File: src/rtl/core/assert_macros.svh
// Assertion macros for the RTL in this folder; the top level includes them.
`ifndef ASSERT_MACROS_SVH
`define ASSERT_MACROS_SVH

// Check that a property holds at every rising edge once out of reset.
`define ASSERT_CLK(label, clk, rst_n, prop, msg) \
    label: assert property (@(posedge clk) disable iff (!rst_n) (prop)) else $error(msg);

// Check that a condition seen at one edge leads to a consequence at the next edge.
`define ASSERT_NEXT(label, clk, rst_n, cond, conseq, msg) \
    label: assert property (@(posedge clk) disable iff (!rst_n) (cond) |=> (conseq)) \
        else $error(msg);

`endif

File: src/rtl/core/cbt_pkg.sv
// Package: constants shared by the CAN bit timing calculator.
package cbt_pkg;

    localparam int OSC_W         = 32;
    localparam int DIV_W         = 20;
    localparam int STEP_W        = $clog2(OSC_W);
    localparam int M_W           = 13;
    localparam int MAX_PRESCALER = 256;
    localparam int BRP_W         = $clog2(MAX_PRESCALER + 1);
    localparam int PROD_W        = BRP_W + 7;
    localparam int CMP_W         = (PROD_W > M_W) ? PROD_W : M_W;

    localparam logic [DIV_W-1:0] BIT_RATE_HZ = DIV_W'(1000000);
    localparam logic [OSC_W-1:0] MIN_OSC_HZ  = OSC_W'(8000000);
    localparam logic [M_W-1:0]   MIN_TQ      = M_W'(8);
    localparam logic [M_W-1:0]   MAX_TQ      = M_W'(80);
    localparam logic [4:0]       TSEG2_MIN   = 5'd2;
    localparam logic [4:0]       SJW_MAX     = 5'd16;
    localparam logic [7:0]       RECIP_5     = 8'd205;

endpackage

File: src/rtl/core/can_bit_timing_1mbps_calc_unit.sv
// Top level: CAN 1 Mbit/s nominal bit timing calculator with a shared divider.
// Sequence: osc_hz / 1e6 on the divider, then one division per prescaler trial (up to 255),
//   then a final step in S_DONE that raises done.
// Flow: one transaction at a time; busy drops with the done strobe, so the next
//   transaction is taken after the last one ends; each division uses the 32-step divider.
// Reset: rst_n is asynchronous, active low; it returns the sequencer to idle and drops done.
// The result is shown for one cycle with done high; the receiver cannot stall it.
module can_bit_timing_1mbps_calc_unit (
    input  logic                      clk,
    input  logic                      rst_n,
    input  logic                      start,
    output logic                      busy,
    input  logic [cbt_pkg::OSC_W-1:0] osc_hz,
    output logic                      done,
    output logic                      ok,
    output logic [31:0]               timing_word,
    output logic [6:0]                quanta_per_bit
);
    import cbt_pkg::*;

`include "assert_macros.svh"

    // Sequencer states, one-hot.
    typedef enum logic [4:0] {
        S_IDLE = 5'b00001,
        S_DIV1 = 5'b00010,
        S_TEST = 5'b00100,
        S_DIV2 = 5'b01000,
        S_DONE = 5'b10000
    } state_t;

    state_t            state_reg, state_next;
    logic [OSC_W-1:0]  osc_reg, osc_next;
    logic [M_W-1:0]    m_reg, m_next;       // osc_hz / 1e6
    logic [M_W-1:0]    tq_reg, tq_next;     // quanta per bit under trial
    logic [BRP_W-1:0]  brp_reg, brp_next;
    logic              exact_reg, exact_next;
    logic              done_reg, done_next;
    logic              ok_reg, ok_next;
    logic [31:0]       word_reg, word_next;
    logic [6:0]        qpb_reg, qpb_next;

    // Divider request.
    logic              div_start;
    logic [OSC_W-1:0]  div_dividend;
    logic [DIV_W-1:0]  div_divisor;
    logic              div_done;
    logic [OSC_W-1:0]  div_quot;
    logic [DIV_W-1:0]  div_rem;

    // Segment arithmetic for the final step.
    logic [6:0]        tq7;
    logic [14:0]       tq_x205;
    logic [4:0]        tseg2_raw, tseg2, sjw;
    logic [6:0]        tseg1;
    logic [CMP_W-1:0]  brp_tq;
    logic [BRP_W-1:0]  brp_m1;
    logic              legal;

    cbt_div u_div (
        .clk      (clk),
        .rst_n    (rst_n),
        .start    (div_start),
        .dividend (div_dividend),
        .divisor  (div_divisor),
        .done     (div_done),
        .quot     (div_quot),
        .rem      (div_rem)
    );

    // tq / 5 by reciprocal: exact for every tq below 128, the range of tq7.
    assign tq7       = tq_reg[6:0];
    assign tq_x205   = 15'(tq7) * 15'(RECIP_5);
    assign tseg2_raw = tq_x205[14:10];
    assign tseg2     = (tseg2_raw < TSEG2_MIN) ? TSEG2_MIN : tseg2_raw;
    assign tseg1     = tq7 - 7'(tseg2) - 7'd1;
    assign sjw       = (tseg2 > SJW_MAX) ? SJW_MAX : tseg2;
    assign brp_tq    = CMP_W'(brp_reg) * CMP_W'(tq7);
    assign brp_m1    = brp_reg - 1'b1;

    // Legal only for an exact split of each microsecond into brp * tq oscillator periods.
    assign legal = exact_reg && (osc_reg >= MIN_OSC_HZ)
                && (tq_reg >= MIN_TQ) && (tq_reg <= MAX_TQ)
                && (brp_tq == CMP_W'(m_reg));

    always_comb
    begin
        state_next   = state_reg;
        osc_next     = osc_reg;
        m_next       = m_reg;
        tq_next      = tq_reg;
        brp_next     = brp_reg;
        exact_next   = exact_reg;
        done_next    = 1'b0;
        ok_next      = ok_reg;
        word_next    = word_reg;
        qpb_next     = qpb_reg;
        div_start    = 1'b0;
        div_dividend = osc_reg;
        div_divisor  = BIT_RATE_HZ;

        case (state_reg)
            S_IDLE:
            begin
                // Accept a transaction and launch osc_hz / 1e6.
                if (start)
                begin
                    osc_next     = osc_hz;
                    div_start    = 1'b1;
                    div_dividend = osc_hz;
                    state_next   = S_DIV1;
                end
            end
            S_DIV1:
            begin
                if (div_done)
                begin
                    m_next     = div_quot[M_W-1:0];
                    tq_next    = div_quot[M_W-1:0];
                    exact_next = (div_rem == '0);
                    brp_next   = BRP_W'(1);
                    state_next = S_TEST;
                end
            end
            S_TEST:
            begin
                // A non-zero remainder by 1e6 rules out every prescaler: finish at once.
                if (exact_reg && (tq_reg > MAX_TQ) && (brp_reg < BRP_W'(MAX_PRESCALER)))
                begin
                    brp_next     = brp_reg + 1'b1;
                    div_start    = 1'b1;
                    div_dividend = OSC_W'(m_reg);
                    div_divisor  = DIV_W'(brp_reg + 1'b1);
                    state_next   = S_DIV2;
                end
                else
                begin
                    state_next = S_DONE;
                end
            end
            S_DIV2:
            begin
                // Take the new quanta only where this prescaler divides exactly.
                if (div_done)
                begin
                    if (div_rem == '0)
                    begin
                        tq_next = div_quot[M_W-1:0];
                    end
                    state_next = S_TEST;
                end
            end
            S_DONE:
            begin
                done_next = 1'b1;
                ok_next   = legal;
                if (legal)
                begin
                    word_next = (32'(brp_m1) << 24)
                              | {8'd0, 8'(tseg1 - 7'd1), 16'd0}
                              | {16'd0, 8'(tseg2 - 5'd1), 8'd0}
                              | {24'd0, 8'(sjw - 5'd1)};
                    qpb_next  = tq7;
                end
                else
                begin
                    word_next = '0;
                    qpb_next  = '0;
                end
                state_next = S_IDLE;
            end
            default:
            begin
                state_next = S_IDLE;
            end
        endcase
    end

    always_ff @(posedge clk or negedge rst_n)
    begin
        if (!rst_n)
        begin
            state_reg <= S_IDLE;
            done_reg  <= 1'b0;
        end
        else
        begin
            state_reg <= state_next;
            done_reg  <= done_next;
        end
    end

    // Hold payload; no reset needed.
    always_ff @(posedge clk)
    begin
        osc_reg   <= osc_next;
        m_reg     <= m_next;
        tq_reg    <= tq_next;
        brp_reg   <= brp_next;
        exact_reg <= exact_next;
        ok_reg    <= ok_next;
        word_reg  <= word_next;
        qpb_reg   <= qpb_next;
    end

    assign busy           = (state_reg != S_IDLE);
    assign done           = done_reg;
    assign ok             = ok_reg;
    assign timing_word    = word_reg;
    assign quanta_per_bit = qpb_reg;

    // A result is only shown once the sequencer is back in idle.
    `ASSERT_CLK(a_done_not_busy, clk, rst_n, !(done && busy),
        "result strobe while busy")
    // An accepted transaction makes the block busy on the next cycle.
    `ASSERT_NEXT(a_start_busy, clk, rst_n, start && !busy, busy,
        "accepted transaction did not raise busy")
    // A good result carries quanta within the legal range.
    `ASSERT_CLK(a_ok_range, clk, rst_n,
        !(done && ok) || ((quanta_per_bit >= 7'd8) && (quanta_per_bit <= 7'd80)),
        "ok result with quanta out of range")
    // A failed result carries zero payload.
    `ASSERT_CLK(a_fail_zero, clk, rst_n,
        !(done && !ok) || ((timing_word == 32'd0) && (quanta_per_bit == 7'd0)),
        "failed result with non-zero payload")

endmodule

File: src/rtl/core/cbt_div.sv
// Shared restoring divider: one quotient bit per cycle over the full dividend width.
module cbt_div (
    input  logic                      clk,
    input  logic                      rst_n,
    input  logic                      start,
    input  logic [cbt_pkg::OSC_W-1:0] dividend,
    input  logic [cbt_pkg::DIV_W-1:0] divisor,
    output logic                      done,
    output logic [cbt_pkg::OSC_W-1:0] quot,
    output logic [cbt_pkg::DIV_W-1:0] rem
);
    import cbt_pkg::*;

    logic [OSC_W-1:0]  quot_reg, quot_next;
    logic [DIV_W-1:0]  rem_reg, rem_next;
    logic [DIV_W-1:0]  dsr_reg, dsr_next;
    logic [STEP_W-1:0] cnt_reg, cnt_next;
    logic              run_reg, run_next;
    logic              done_reg, done_next;
    logic [DIV_W:0]    partial;
    logic [DIV_W:0]    diff;

    assign partial = {rem_reg, quot_reg[OSC_W-1]};
    assign diff    = partial - {1'b0, dsr_reg};

    always_comb
    begin
        quot_next = quot_reg;
        rem_next  = rem_reg;
        dsr_next  = dsr_reg;
        cnt_next  = cnt_reg;
        run_next  = run_reg;
        done_next = 1'b0;
        if (start)
        begin
            quot_next = dividend;
            rem_next  = '0;
            dsr_next  = divisor;
            cnt_next  = '0;
            run_next  = 1'b1;
        end
        else if (run_reg)
        begin
            // Shift in the next dividend bit and subtract where it fits.
            if (!diff[DIV_W])
            begin
                rem_next  = diff[DIV_W-1:0];
                quot_next = {quot_reg[OSC_W-2:0], 1'b1};
            end
            else
            begin
                rem_next  = partial[DIV_W-1:0];
                quot_next = {quot_reg[OSC_W-2:0], 1'b0};
            end
            cnt_next = cnt_reg + 1'b1;
            if (cnt_reg == STEP_W'(OSC_W - 1))
            begin
                run_next  = 1'b0;
                done_next = 1'b1;
            end
        end
    end

    always_ff @(posedge clk or negedge rst_n)
    begin
        if (!rst_n)
        begin
            run_reg  <= 1'b0;
            done_reg <= 1'b0;
            cnt_reg  <= '0;
        end
        else
        begin
            run_reg  <= run_next;
            done_reg <= done_next;
            cnt_reg  <= cnt_next;
        end
    end

    always_ff @(posedge clk)
    begin
        quot_reg <= quot_next;
        rem_reg  <= rem_next;
        dsr_reg  <= dsr_next;
    end

    assign done = done_reg;
    assign quot = quot_reg;
    assign rem  = rem_reg;

endmodule

File: config.mk
export PLATFORM = sky130hd
export DESIGN_NAME = can_bit_timing_1mbps_calc_unit
export DESIGN_NICKNAME = d
export VERILOG_FILES = /design/src/rtl/core/cbt_pkg.sv /design/src/rtl/core/can_bit_timing_1mbps_calc_unit.sv /design/src/rtl/core/cbt_div.sv
export VERILOG_INCLUDE_DIRS = /design/src /design/src/rtl/core
export SDC_FILE = /design/constraint.sdc
export NUM_CORES = 1
export LEC_CHECK = 0
export BUFFER_PORTS_ARGS = -buffer_cell sky130_fd_sc_hd__clkbuf_2
export CAP_MARGIN = 0
export CORE_MARGIN = 8
export CORE_UTILIZATION = 55
export CTS_BUF_LIST = sky130_fd_sc_hd__clkbuf_2 sky130_fd_sc_hd__clkbuf_4 sky130_fd_sc_hd__clkbuf_8
export CTS_CLUSTER_SIZE = 16
export DETAILED_ROUTE_END_ITERATION = 8
export PLACE_DENSITY = 0.85
export SLEW_MARGIN = 10
export SYNTH_ARGS = -nofsm -noshare
export SYNTH_HDL_FRONTEND = slang
export SYNTH_SLANG_ARGS = --single-unit
File: constraint.sdc
create_clock -name clk -period 16.5 [get_ports clk]
set_input_delay 0 -clock clk [delete_from_list [all_inputs] [get_ports clk]]
set_output_delay 0 -clock clk [all_outputs]
set_load 0.005 [all_outputs]
==> impl_metrics.env, run 1 <==
export IMPL_grt_busiest_layer="met2"
export IMPL_path_class="register to register"
export IMPL_grt_pass1_wl_um=42250
export IMPL_clockRootBuffer="clkbuf_8"
export IMPL_gp_congestion=0.9064
export IMPL_ys_top_cells_by_area="edfxtp_1 (36%), ha_1 (11%), fa_1 (7.6%)"
export IMPL_synth_warnings=0
export IMPL_dr_pass1_iters=5
export IMPL_io_pin_count=77
export IMPL_cts_buffers=17
export IMPL_synthTopCellsByCount="edfxtp_1 (140), ha_1 (100), nand2_1 (100), nor2_1 (98), inv_1 (95)"
export IMPL_place_ws_ps=10420
export IMPL_avgSynthCellArea_um2=10.30
export IMPL_die_area_um2=26100
export IMPL_diodes=0
export IMPL_die_w_um=161.6
export IMPL_synth_top_cell_area_share=0.3608
export IMPL_met2_usage=0.3176
export IMPL_path_clk_slew_ps=100
export IMPL_synth_seq_cells=173
export IMPL_cp_end_kind="register"
export IMPL_slew_violations=0
export IMPL_synth_top_area_cell="edfxtp_1"
export IMPL_post_route_util=0.6235
export IMPL_seqCellArea_um2=4931
export IMPL_worst_slew_pin_slew_ps=1026
export IMPL_rsz0062_at_grt="no"
export IMPL_multiInputGateArea_um2=6167
export IMPL_layout_drive_gt1_share=0.1269
export IMPL_yosys_most_used_dff="edfxtp_1"
export IMPL_dieHeight_um=161.6
export IMPL_largest_reg_flops=32
export IMPL_power_density_nw_per_um2=106.5
export IMPL_synth_cells=1131
export IMPL_synth_area_um2=11650
export IMPL_status="finished clean"
export IMPL_post_dp_hpwl_um=18070
export IMPL_initial_core_util=0.5578
export IMPL_wl_um=25150
export IMPL_leakagePower_uw=0.005618
export IMPL_drt_initial_drc_count=665
export IMPL_ir_worst_vdd_v=0.00008817
export IMPL_drc=0
export IMPL_crit_fanout=15
export IMPL_vias_per_cell=5.741
export IMPL_start_kind="register"
export IMPL_cts_tree="built"
export IMPL_drtAntennaViolNets=0
export IMPL_cts_path_max_buffers=2
export IMPL_worstHoldPathType="primary input to async pin"
export IMPL_rrSetupSlack_ps=10220
export IMPL_n_fill_cell=1598
export IMPL_fin_crit_sh=0.3806
export IMPL_syn_to_final_growth_pct=11.77
export IMPL_critPathMaxStageDelay_ps=670
export IMPL_fmax_mhz=159.3
export IMPL_report_final_setup_viol=0
export IMPL_crit_arrival_ps=6480
export IMPL_ys_seq_area_frac=0.4232
export IMPL_grt_pass1_vias=8621
export IMPL_required_ps=16700
export IMPL_max_slew_margin_rel=0.3136
export IMPL_grt_use_met1=0.2602
export IMPL_skew_ps=23.49
export IMPL_use_met3=0.04607
export IMPL_grt_max_degree=50
export IMPL_synth_edf_count=140
export IMPL_post_route_min_period_ps=6279
export IMPL_worst_slack_ps=10220
export IMPL_synth_most_common_cell="edfxtp_1"
export IMPL_grt_total_usage=0.1966
export IMPL_drv_cap=0
export IMPL_clock_sinks=173
export IMPL_post_drt_wl_per_cell_um=16.63
export IMPL_setup_tns_final_ps=0
export IMPL_port_buffers=76
export IMPL_synth_distinct_cells=68
export IMPL_timing_critical_path_mode_cell="inv_1"
export IMPL_clk_latency_ps=470
export IMPL_fin_nets=1403
export IMPL_htreeDepth=4
export IMPL_antenna_found_initial=0
export IMPL_async_flop_share=0.07514
export IMPL_coreArea_um2=20890
export IMPL_gr_total_overflow=0
export IMPL_vias=8680
export IMPL_crit_slowest_cell="edfxtp_1"
export IMPL_fp_row_count=53
export IMPL_hold_violations=0
==> repair_timing <==
item / CTS / global route
buffers inserted: 0 / 0
hold buffers: 34 / 0
hold endpoints to repair: 50 / 0
resized for setup: 0 / 0
==> final timing paths <==
path | end | depth (start not counted) | start
worst max-delay path | timing_word[21]$_SDFFCE_PN0P_ | 28 | tq_reg[4]$_DFFE_PP_
worst min-delay path | state_reg[0]$_DFFE_PN1P_ | 2 | rst_n
worst max register to register | timing_word[21]$_SDFFCE_PN0P_ | 28 | tq_reg[4]$_DFFE_PP_
worst min register to register | m_reg[7]$_DFFE_PP_ | 0 | u_div.quot[7]$_DFFE_PP_
max in group asynchronous | done$_DFF_PN0_ | 3 | rst_n
min in group clk | state_reg[1]$_DFFE_PN0P_ | 3 | start
==> where the power goes <==
group	switching (uW)	leakage [uW]	internal, uW
clock	180	0.000210	130
combinational	233	0.00365	165
sequential	69.9	0.00176	609
==> area by class of cell <==
type                            count  area share
Clock buffer                       17     0.01797
Clock inverter                     15     0.01470
Inverter                           98     0.02824
Multi-Input combinational cell    815      0.4735
Sequential cell                   173      0.3786
Tap cell                          275     0.02642
Timing Repair Buffer              119     0.06052
==> metrics by stage <==
step | std cells | total power [uW] | area [um^2] | hold slack [ps]
final | 1512 | 1387 | 13020 | 71.84
after CTS | 1512 | 1384 | 13020 | 30.78
after global routing | 1512 | 1470 | 13020 | 51.83
after detailed placement | 1446 | 1071 | 12260 | -83.54
after global placement | 1446 | 1053 | 12260 | -85.35
after floorplan | 1132 | 981.0 | 11660 | -295.6
==> cells in the final DEF, fill, tap and decap left out, drive strengths merged, types with 13 or more instances in the layout <==
cell,instances
clkbuf,93
fa,44
a21oi,60
xor2,24
nor2,98
nor3,19
edfxtp,140
mux2,24
and3,13
nand3,19
and2,52
inv,103
dfxtp,20
dlygate4sd3,34
xnor2,43
ha,100
o21ai,64
nand2,100
==> critical path, delay by kind of cell (launching register included) <==
kind | cells | cell delay (ps)
adders and majority gates | 7 | 2340
AOI/OAI and AO/OA | 7 | 1390
DFF | 1 | 670
buffers and inverters | 8 | 620
and+or+nand+nor | 4 | 600
xor gates and xnor gates | 2 | 360
==> metal layers <==
layer	part of all wire	vias up	wire, um
met5	0	-	0
met4	0.017	0	438
met3	0.078	41	1968
met2	0.47	364	11920
met1	0.43	4131	10830
li1	-	4144	-
==> logic make-up (layout without fill, tap and decap cells) <==
group / after synthesis / after routing / share of synthesized area
buffers and inverters: 144 / 249 / 0.04982
other: 1 / 2 / 0.0003218
adders and majority gates: 144 / 144 / 0.1830
muxes: 31 / 31 / 0.02921
and+or+nand+nor: 369 / 369 / 0.1552
xor gates and xnor gates: 67 / 67 / 0.05036
AOI/OAI and AO/OA: 202 / 202 / 0.1090
DFF: 173 / 173 / 0.4232
(Power assumes the default switching activity.)
==> run 2, diff against run 1 <==
Settings changed: PLACE_DENSITY 0.85 to 0.88.
Clock period 16.5 ns to 5.3 ns, I/O delays scaled along.
==> run 2 against run 1 <==
- first-iteration DRC count rose by 58%
- setup slack worse by 10000 ps
- critical path type unchanged
- global-route usage is 4.6 points higher
- largest cell class unchanged
- cell area grew 11%
- largest power group unchanged
- wire length rose by 31%
- clock skew down 4.8 ps
- the flow now finishes with violations (setup timing)
- register-to-register slack worse by 10000 ps
==> impl_metrics.env, run 2 (synthesized netlist as in run 1, its figures left out) <==
export IMPL_status="complete, but fails checks"
export IMPL_violations="setup timing"
export IMPL_crit_end="timing_word[9]$_SDFFCE_PN0P_"
export IMPL_leakagePower_uw=0.006229
export IMPL_htreeDepth=4
export IMPL_fin_nets=1514
export IMPL_vias_per_cell=5.994
export IMPL_path_class="register to register"
export IMPL_r2r_cells=19
export IMPL_cts_buffers=17
export IMPL_slew_violations=0
export IMPL_required_ps=5640
export IMPL_crit_fanout=5
export IMPL_grt_total_usage=0.2424
export IMPL_die_w_um=161.6
export IMPL_drv_cap=0
export IMPL_post_drt_wl_per_cell_um=20.22
export IMPL_most_common_layout_cells="edfxtp_1 (140), buf_4 (105), nand2_1 (97), inv_1 (83), nor2_1 (78)"
export IMPL_final_common_cell="edfxtp_1"
export IMPL_rsz0062_at_grt="yes"
export IMPL_timing_rr_start="tq_reg[5]$_DFFE_PP_"
export IMPL_timing_critical_path_mode_cell="fa_1"
export IMPL_start_kind="register"
export IMPL_critPathBufInv=6
export IMPL_initial_core_util=0.5578
export IMPL_crit_path_cell_trace="buf_4, and2_1, fa_1, inv_1, fa_1, fa_1, inv_1, fa_1, ha_4, xnor2_2, a221oi_2, nand4_1, or4b_4, nor4_4, nand4_1, buf_4, buf_6, buf_6, nor2_1"
export IMPL_port_buffers=76
export IMPL_report_final_setup_viol=34
export IMPL_path_clk_slew_ps=110
export IMPL_dieHeight_um=161.6
export IMPL_met2_usage=0.4200
export IMPL_fin_crit_sh=1.047
export IMPL_io_pin_count=77
export IMPL_place_area_um2=12840
export IMPL_use_met3=0.06312
export IMPL_cts_path_max_buffers=2
export IMPL_drtAntennaViolNets=0
export IMPL_worst_slack_ps=-251.6
export IMPL_wl_um=32820
export IMPL_syn_to_final_growth_pct=24.48
export IMPL_drc=0
export IMPL_diodes=0
export IMPL_fin_area_um2=14510
export IMPL_antenna_found_initial=0
export IMPL_crit_arrival_ps=5890
export IMPL_multiInputGateArea_um2=6770
export IMPL_hold_violations=0
export IMPL_seqCellArea_um2=4931
export IMPL_crit_family="adder cells"
export IMPL_vias=9728
export IMPL_finalPower_uw=4339
export IMPL_critPathMaxStageDelay_ps=560
export IMPL_grt_max_degree=50
export IMPL_gr_total_overflow=0
export IMPL_layout_drive_gt1_share=0.2715
export IMPL_cp_startpoint="tq_reg[5]$_DFFE_PP_"
export IMPL_worstHoldPathType="primary input to async pin"
export IMPL_power_density_nw_per_um2=299.2
export IMPL_skew_ps=18.65
export IMPL_fmax_mhz=180.1
export IMPL_grt_pass1_wl_um=50310
export IMPL_worst_slew_pin_slew_ps=1171
export IMPL_drt_initial_drc_count=1054
export IMPL_post_dp_hpwl_um=20990
export IMPL_cp_end_kind="register"
export IMPL_coreArea_um2=20890
export IMPL_dr_pass1_iters=7
export IMPL_post_route_min_period_ps=5552
export IMPL_clockRootBuffer="clkbuf_8"
export IMPL_cp_depth=19
export IMPL_crit_slowest_cell="fa_1"
export IMPL_clk_latency_ps=490
export IMPL_gp_congestion=0.8975
export IMPL_max_slew_margin_rel=0.2168
export IMPL_fp_row_count=53
export IMPL_cts_tree="built"
export IMPL_largest_reg_flops=32
export IMPL_grt_busiest_layer="met2"
export IMPL_r2r_end="timing_word[9]$_SDFFCE_PN0P_"
export IMPL_n_fill_cell=1356
export IMPL_grt_use_met1=0.2809
export IMPL_ir_worst_vdd_v=0.0002796
export IMPL_die_area_um2=26100
export IMPL_rrSetupSlack_ps=-250
export IMPL_grt_pass1_vias=9701
export IMPL_clock_sinks=173
## run 2: report_power, final
part / total (uW) / internal [uW] / leakage [uW] / switching [uW]
registers: 2120 / 1900 / 0.00176 / 228
logic: 1280 / 517 / 0.00426 / 759
clock network: 940 / 396 / 0.000203 / 544
## run 2: worst min path at each step
| stage | startpoint | endpoint | slack [ps] | cells after the start |
|---|---|---|---|---|
| 2_1_floorplan | rst_n | done$_DFF_PN0_ | -300 | 0 |
| 3_3_place_gp | rst_n | state_reg[1]$_DFFE_PN0P_ | -90 | 1 |
| 3_5_place_dp | rst_n | state_reg[3]$_DFFE_PN0P_ | -70 | 1 |
| 4_1_cts | rst_n | state_reg[0]$_DFFE_PN1P_ | 7 | 2 |
| 5_1_grt | rst_n | state_reg[0]$_DFFE_PN1P_ | 10 | 2 |
| 6_report | rst_n | state_reg[0]$_DFFE_PN1P_ | 40 | 2 |
## run 2: layout make-up
class	count	area share
Multi-Input combinational cell	815	0.4667
Inverter	98	0.02536
Clock buffer	19	0.01717
Tap cell	275	0.02372
Clock inverter	13	0.009057
Timing Repair Buffer	230	0.1180
Sequential cell	173	0.3399
## run 2: per-layer routing
| metal | wire, um | up-vias |
|---|---|---|
| met3 | 2543 | 137 |
| met4 | 1436 | 0 |
| li1 | - | 4358 |
| met5 | 0 | - |
| met2 | 16710 | 505 |
| met1 | 12130 | 4728 |
## run 2: worst reg2reg max path: stages (launching register included)
cell and delay, ps:
edfxtp_1 460, buf_4 170, and2_1 150, fa_1 530, inv_1 70, fa_1 530, fa_1 560, inv_1 50
fa_1 490, ha_4 300, xnor2_2 160, a221oi_2 350, nand4_1 190, or4b_4 550, nor4_4 150, nand4_1 180
buf_4 190, buf_6 130, buf_6 110, nor2_1 110
## run 2: repair_timing
| action | in CTS | in global routing |
|---|---|---|
| endpoints found under the setup margin | 34 | 34 |
| resized for setup | 93 | 42 |
| pin swaps | 49 | 29 |
| endpoints found under the hold margin | 51 | 0 |
| buffers inserted | 28 | 10 |
| gates cloned | 2 | 0 |
| hold buffers | 34 | 0 |
## run 2: through the flow
step	util	hold slack [ps]	setup TNS [ps]	instances	setup slack (ps)
after floorplan	-	-295.6	-13.23	1132	-13.23
after global placement	0.6148	-86.94	-3475	1519	-128.5
after detailed placement	0.6148	-74.45	-13140	1519	-454.3
after CTS	0.6809	6.754	-387.5	1615	-96.42
after global routing	0.6944	12.24	-9674	1623	-411.2
final	0.6944	39.71	-5497	1623	-251.6
